<file path="config.mk">
export PLATFORM = sky130hd
export DESIGN_NAME = keyword_substitution_cipher
export DESIGN_NICKNAME = d
export VERILOG_FILES = /design/src/hw/rtl/kwsc_pkg.sv /design/src/hw/rtl/kwsc_letter.sv /design/src/hw/rtl/kwsc_tables.sv /design/src/hw/rtl/keyword_substitution_cipher.sv
export SDC_FILE = /design/constraint.sdc
export NUM_CORES = 1
export LEC_CHECK = 0
export BUFFER_PORTS_ARGS = -buffer_cell sky130_fd_sc_hd__buf_2
export CAP_MARGIN = 20
export CORE_UTILIZATION = 50
export DETAILED_ROUTE_END_ITERATION = 12
export GPL_TIMING_DRIVEN = 0
export PLACE_DENSITY = 0.75
export SLEW_MARGIN = 15
export SYNTH_ARGS = -nofsm -noshare
export SYNTH_HDL_FRONTEND = slang
export SYNTH_SLANG_ARGS = --single-unit
</file>
<file path="constraint.sdc">
create_clock -name i_clk -period 6.1 [get_ports i_clk]
set_clock_uncertainty 0.15 [all_clocks]
set_input_delay 1.22 -clock i_clk [delete_from_list [all_inputs] [get_ports i_clk]]
set_output_delay 1.22 -clock i_clk [all_outputs]
set_load 0.01 [all_outputs]
</file>
<file path="src/hw/rtl/kwsc_pkg.sv">
`default_nettype none

package kwsc_pkg;

    localparam int LETTERS = 26;
    localparam int IDX_W   = 5;
    localparam int CHAR_W  = 8;

    localparam logic [CHAR_W-1:0] CHAR_UPPER_A = 8'h41;
    localparam logic [CHAR_W-1:0] CHAR_UPPER_Z = 8'h5A;
    localparam logic [CHAR_W-1:0] CHAR_LOWER_A = 8'h61;
    localparam logic [CHAR_W-1:0] CHAR_LOWER_Z = 8'h7A;

    localparam logic [IDX_W-1:0] LAST_IDX = IDX_W'(LETTERS - 1);

    typedef enum logic [1:0] {
        KIND_KEY  = 2'd0,
        KIND_SEAL = 2'd1,
        KIND_ENC  = 2'd2,
        KIND_DEC  = 2'd3
    } t_kind;

    // Classification of one byte.
    typedef struct packed {
        logic             is_letter;
        logic             lower;
        logic [IDX_W-1:0] idx;
    } t_letter;

    // Request to the table unit: optional restart, then optional placement.
    typedef struct packed {
        logic             clr;
        logic             vld;
        logic [IDX_W-1:0] idx;
    } t_place_req;

endpackage

`default_nettype wire

</file>
<file path="src/hw/rtl/kwsc_letter.sv">
`default_nettype none

module kwsc_letter
    import kwsc_pkg::*;
(
    input  wire logic [CHAR_W-1:0] i_char,
    output t_letter                o_letter
);

    logic             upper_hit;
    logic             lower_hit;
    logic [CHAR_W-1:0] upper_off;
    logic [CHAR_W-1:0] lower_off;

    assign upper_hit = (i_char >= CHAR_UPPER_A) && (i_char <= CHAR_UPPER_Z);
    assign lower_hit = (i_char >= CHAR_LOWER_A) && (i_char <= CHAR_LOWER_Z);
    assign upper_off = i_char - CHAR_UPPER_A;
    assign lower_off = i_char - CHAR_LOWER_A;

    always_comb begin
        o_letter.is_letter = upper_hit || lower_hit;
        o_letter.lower     = lower_hit;
        if (lower_hit) begin
            o_letter.idx = lower_off[IDX_W-1:0];
        end else if (upper_hit) begin
            o_letter.idx = upper_off[IDX_W-1:0];
        end else begin
            o_letter.idx = '0;
        end
    end

endmodule

`default_nettype wire

</file>
<file path="src/hw/rtl/kwsc_tables.sv">
`default_nettype none

module kwsc_tables
    import kwsc_pkg::*;
(
    input  wire logic             i_clk,
    input  wire logic             i_rst_n,
    input  wire t_place_req       i_req,
    input  wire logic [IDX_W-1:0] i_lookup_idx,
    output logic [IDX_W-1:0]      o_fwd,
    output logic [IDX_W-1:0]      o_inv
);

    logic [IDX_W-1:0]   r_fwd [LETTERS];
    logic [IDX_W-1:0]   r_inv [LETTERS];
    logic [LETTERS-1:0] r_used;
    logic [IDX_W-1:0]   r_fill;

    logic [LETTERS-1:0] used_now;
    logic [IDX_W-1:0]   fill_now;
    logic               do_place;
    logic [LETTERS-1:0] n_used;
    logic [IDX_W-1:0]   n_fill;

    // A restart and a placement may arrive together; the placement then
    // sees an empty map.
    assign used_now = i_req.clr ? '0 : r_used;
    assign fill_now = i_req.clr ? '0 : r_fill;
    assign do_place = i_req.vld && (i_req.idx < IDX_W'(LETTERS))
                      && (fill_now < IDX_W'(LETTERS)) && !used_now[i_req.idx];

    always_comb begin
        n_used = used_now;
        n_fill = fill_now;
        if (do_place) begin
            n_used[i_req.idx] = 1'b1;
            n_fill            = fill_now + 1'b1;
        end
    end

    always_ff @(posedge i_clk) begin
        if (!i_rst_n) begin
            for (int i = 0; i < LETTERS; i++) begin
                r_fwd[i] <= IDX_W'(i);
                r_inv[i] <= IDX_W'(i);
            end
            r_used <= '0;
            r_fill <= '0;
        end else begin
            r_used <= n_used;
            r_fill <= n_fill;
            if (do_place) begin
                r_fwd[fill_now]  <= i_req.idx;
                r_inv[i_req.idx] <= fill_now;
            end
        end
    end

    always_comb begin
        if (i_lookup_idx < IDX_W'(LETTERS)) begin
            o_fwd = r_fwd[i_lookup_idx];
            o_inv = r_inv[i_lookup_idx];
        end else begin
            o_fwd = '0;
            o_inv = '0;
        end
    end

endmodule

`default_nettype wire

</file>
<file path="src/hw/rtl/keyword_substitution_cipher.sv">
// Keyword substitution cipher. A command is taken when start is high and busy is low.
// Keyword letters and encrypt or decrypt commands occupy the block for the accept
// cycle and the execute state through the single table-placement unit, and busy is
// high in that state, so a new command cannot be taken before it ends. Encrypt and
// decrypt give their result on o_char_out with o_valid high for exactly one cycle, the
// cycle after the execute state; the receiver cannot stall, so it must take the byte
// then. A seal command on an unsealed alphabet walks the placement unit over the
// letters A to Z one per cycle and keeps busy high until the walk reaches Z; other
// commands give no result. After reset the alphabet is the identity and sealed.
`default_nettype none

module keyword_substitution_cipher
    import kwsc_pkg::*;
(
    input  wire logic              i_clk,
    input  wire logic              i_rst_n,
    input  wire logic              start,
    output logic                   busy,
    input  wire logic [1:0]        i_kind,
    input  wire logic [CHAR_W-1:0] i_char_in,
    output logic                   o_valid,
    output logic [CHAR_W-1:0]      o_char_out
);

    typedef enum logic [1:0] {
        ST_IDLE,
        ST_EXEC,
        ST_SEAL
    } t_state;

    t_state            r_state;
    t_kind             r_kind;
    logic [CHAR_W-1:0] r_char;
    logic [IDX_W-1:0]  r_cnt;
    logic              r_sealed;
    logic              r_valid;
    logic [CHAR_W-1:0] r_char_out;

    t_letter           letter;
    t_place_req        req;
    logic [IDX_W-1:0]  fwd;
    logic [IDX_W-1:0]  inv;
    logic [IDX_W-1:0]  mapped;
    logic [CHAR_W-1:0] n_char_out;

    kwsc_letter u_letter (
        .i_char   (r_char),
        .o_letter (letter)
    );

    kwsc_tables u_tables (
        .i_clk        (i_clk),
        .i_rst_n      (i_rst_n),
        .i_req        (req),
        .i_lookup_idx (letter.idx),
        .o_fwd        (fwd),
        .o_inv        (inv)
    );

    always_comb begin
        req = '0;
        if (r_state == ST_EXEC && r_kind == KIND_KEY && letter.is_letter) begin
            req.clr = r_sealed;
            req.vld = 1'b1;
            req.idx = letter.idx;
        end else if (r_state == ST_SEAL) begin
            req.vld = 1'b1;
            req.idx = r_cnt;
        end
    end

    assign mapped = (r_kind == KIND_ENC) ? fwd : inv;

    always_comb begin
        if (letter.is_letter) begin
            n_char_out = (letter.lower ? CHAR_LOWER_A : CHAR_UPPER_A)
                         + CHAR_W'(mapped);
        end else begin
            n_char_out = r_char;
        end
    end

    always_ff @(posedge i_clk) begin
        if (!i_rst_n) begin
            r_state  <= ST_IDLE;
            r_sealed <= 1'b1;
            r_valid  <= 1'b0;
            r_cnt    <= '0;
            r_kind   <= KIND_KEY;
        end else begin
            r_valid <= 1'b0;
            case (r_state)
                ST_IDLE: begin
                    if (start) begin
                        r_kind  <= t_kind'(i_kind);
                        r_char  <= i_char_in;
                        r_state <= ST_EXEC;
                    end
                end
                ST_EXEC: begin
                    r_state <= ST_IDLE;
                    case (r_kind)
                        KIND_KEY: begin
                            if (letter.is_letter) begin
                                r_sealed <= 1'b0;
                            end
                        end
                        KIND_SEAL: begin
                            if (!r_sealed) begin
                                r_cnt   <= '0;
                                r_state <= ST_SEAL;
                            end
                        end
                        KIND_ENC, KIND_DEC: begin
                            r_valid    <= 1'b1;
                            r_char_out <= n_char_out;
                        end
                        default: begin
                            r_state <= ST_IDLE;
                        end
                    endcase
                end
                ST_SEAL: begin
                    r_cnt <= r_cnt + 1'b1;
                    if (r_cnt == LAST_IDX) begin
                        r_sealed <= 1'b1;
                        r_state  <= ST_IDLE;
                    end
                end
                default: begin
                    r_state <= ST_IDLE;
                end
            endcase
        end
    end

    assign busy       = (r_state != ST_IDLE);
    assign o_valid    = r_valid;
    assign o_char_out = r_char_out;

endmodule

`default_nettype wire

</file>
==> impl_metrics.ini <==
[status]
run_status = complete, but fails checks
violations = design-rule violations, max-capacitance violations, max-slew violations

[clock_tree]
clock_latency_ns = 0.59
h-tree-depth = 2
cts_tree = yes
clock_path_buffers = 3
clockRootBuffer = clkbuf_16
cts_sinks = 374
numCtsBuffers = 40
hold_buffers = 0
clk_pin_slew_ns = 0.06

[synth]
synth_common_cells = edfxtp_1 (332), nand2_1 (145), nand3_1 (120)
yosysMostFrequentCell = edfxtp_1
netlist.area_leader.share = 0.548
yosys.area.top_type = edfxtp_1
synthDistinctLibCells = 89
synth_seq_area_share = 0.594
syn_inst = 1556
synth.avg_cell_area_sq_um = 11.7
synth_seq_cells = 374
synth_area_leaders = edfxtp_1 (55%), dfxtp_1 (4.6%), nand3_1 (3.3%)
synth_area_sq_um = 18200
synth_edf_count = 332
yosysWarnings = 0
synthArstFlopShare = 0
ys.flop_type = edfxtp_1

[global_routing]
antenna_found_initial = 2
grt_max_degree = 16
grt_pass1_vias = 14200
grt_pass1_wl_microns = 101000
overflow = 0
track_usage = 0.391

[power_and_ir_drop]
power.switching_uw = 1450
ir_drop_v = 0.000214
power.density_nw_per_um2 = 279
p_leak_uw = 0.00665
pwr-share-clk = 0.431
power_uw = 5850
comb_power_share = 0.082
p_int_uw = 4410
swShare = 0.247
seq_power_share = 0.487

[setup_path]
crit_arrival_ns = 6.26
cp-startpoint = r_char[0]
cp.required_ns = 6.27
worstSetupEndpointType = flip-flop
r2r_slack_ns = 0.01
crit_fanout = 11
startpoint_type = flip-flop
rr_startpoint = r_char[0]
worstSetupPathType = flip-flop to flip-flop

[floorplan]
rows = 69
chipWidth_microns = 193
io_pins = 23
fp.coreArea_sq_um = 35700
die_y_microns = 193
start_util = 0.510
die_area_sq_um = 37200

[cells_and_area]
layout.nets = 1694
instances_no_fill = 2165
area_delta_synth_final_pct = 15.4
post-route-util = 0.589
drive_gt1_frac = 0.187

[min_path]
min_from = u_tables.r_used[11]
min_path_type = flip-flop to flip-flop

[placed_design]
port_buffers = 22
place_congestion = 1.04
place_inst = 2086
dp_hpwl_microns = 49200

[routing]
wl_per_cell_microns = 33.1
drt_pass1_iterations = 10
routed_wl_microns = 71600
via_per_inst = 7.06
drc = 12
dr_total_vias = 15300
drtAntennaViolNets = 0
drt_iter0_drc = 2739

[timing]
post-route-min-period_ns = 6.09
fmax_ghz = 0.164
whs_ns = 0.305
finalSetupViolCount = 0
worstMarginPinSlew_ns = 1.59
relSlewSlack = -0.0607
fin_crit_sh = 0.998
hold_violations = 0
rsz0062_at_grt = yes
drv_slew = 11

[job]
drv_cap = 1
==> cell type report <==
type	instances	area [sq um]
Antenna cell	1	2.50
Fill cell	2829	14700
Clock inverter	29	288
Clock buffer	45	1040
Inverter	26	101
Buffer	140	778
Sequential cell	374	10800
Tap cell	461	577
Multi-Input combinational cell	1061	7230
Timing Repair Buffer	28	168
==> final timing paths <==
| kind | cells after the start | end |
|---|---|---|
| worst max-delay path | 20 | o_char_out[6] |
| worst min-delay path | 2 | u_tables.r_used[11] |
| worst max register to register | 20 | o_char_out[6] |
| worst min register to register | 2 | u_tables.r_used[11] |
==> power groups by stage <==
stage / Clock, uW / Combinational (uW) / Sequential, uW
global placement: 0 / 421 / 2900
floorplan: 0 / 246 / 2890
CTS: 2500 / 439 / 2850
global route: 2590 / 485 / 2850
detailed placement: 0 / 424 / 2900
finish: 2520 / 482 / 2850
==> cells by family after synthesis <==
logic type | Yosys count | synth area share
mux | 82 | 0.0613
flops | 374 | 0.594
buf+inv | 166 | 0.0451
simple gates | 610 | 0.170
compound gates | 307 | 0.119
xor+xnor | 6 | 0.00330
other cells | 1 | 0.000206
fa+ha+maj | 10 | 0.00688
==> through the flow <==
| step | worst slack (ns) | area (sq um) | TNS, ns |
|---|---|---|---|
| 5_1_grt | -0.0148 | 21000 | -0.0216 |
| 4_1_cts | -0.0267 | 20700 | -0.293 |
| 3_5_place_dp | -1.75 | 19100 | -707.06 |
| 2_1_floorplan | 1.24 | 18400 | 0 |
| 6_report | 0.0126 | 21000 | 0 |
| 3_3_place_gp | -1.70 | 19100 | -671.61 |
==> routing by layer <==
layer | global-route usage | share of wire | up-vias
li1 | - | - | 6187
met1 | 0.508 | 0.35 | 7335
met2 | 0.562 | 0.42 | 1433
met3 | 0.141 | 0.16 | 335
met4 | 0.229 | 0.070 | 2
met5 | 0 | 0.00014 | -
==> cells in the final DEF, fill, tap and decap left out, types with 12 or more instances in the layout <==
master       n
a32o_1      20
o31ai_4     19
mux2i_1     45
o21ai_2     13
buf_2       70
buf_4       15
nand3_1    120
inv_1       18
clkbuf_16   41
and2_1      17
nor2b_1     13
o21ai_1     12
o221ai_1    12
a31oi_1     25
conb_1      46
nor4_1      16
mux2_2      13
a21oi_1     31
o22ai_1     20
nand2_1    144
nor3_2      26
nor3_1     103
nand4_1     17
dfxtp_1     42
o21ai_0     50
buf_6       13
mux4_2      22
edfxtp_1   332
nor2_1      96
clkbuf_1    50
==> timing repair <==
| item | CTS | global route |
|---|---|---|
| gates resized for setup | 80 | 60 |
| pin swaps | 1 | 2 |
| endpoints found under the setup margin | 569 | 315 |
| buffers inserted | 2 | 2 |
==> flip-flops by register name, indices dropped and copies added, names as in the netlist <==
register and count:
u_tables.r_used 26, u_tables.r_fwd 160, u_tables.r_fill 5, r_sealed 1, r_kind 2, o_char_out 8
r_char 8, u_tables.r_inv 156, r_cnt 5, o_valid 1, r_state 2
==> worst max-delay path: stages, from the launching register on <==
cell and delay [ns]:
edfxtp_1 0.48, buf_4 0.31, clkinv_2 0.25, clkbuf_4 0.33
clkbuf_4 0.31, ha_2 0.32, buf_2 0.26, and2_0 0.22
clkbuf_1 0.31, a221oi_4 0.49, and3_1 0.20, buf_2 0.33
buf_4 0.31, o22ai_1 0.14, nor2_1 0.28, o31ai_1 0.11
o31a_1 0.20, nor2b_1 0.14, ha_1 0.17, inv_1 0.06
o41a_1 0.42
No activity file was read; power rests on OpenSTA's default activity.
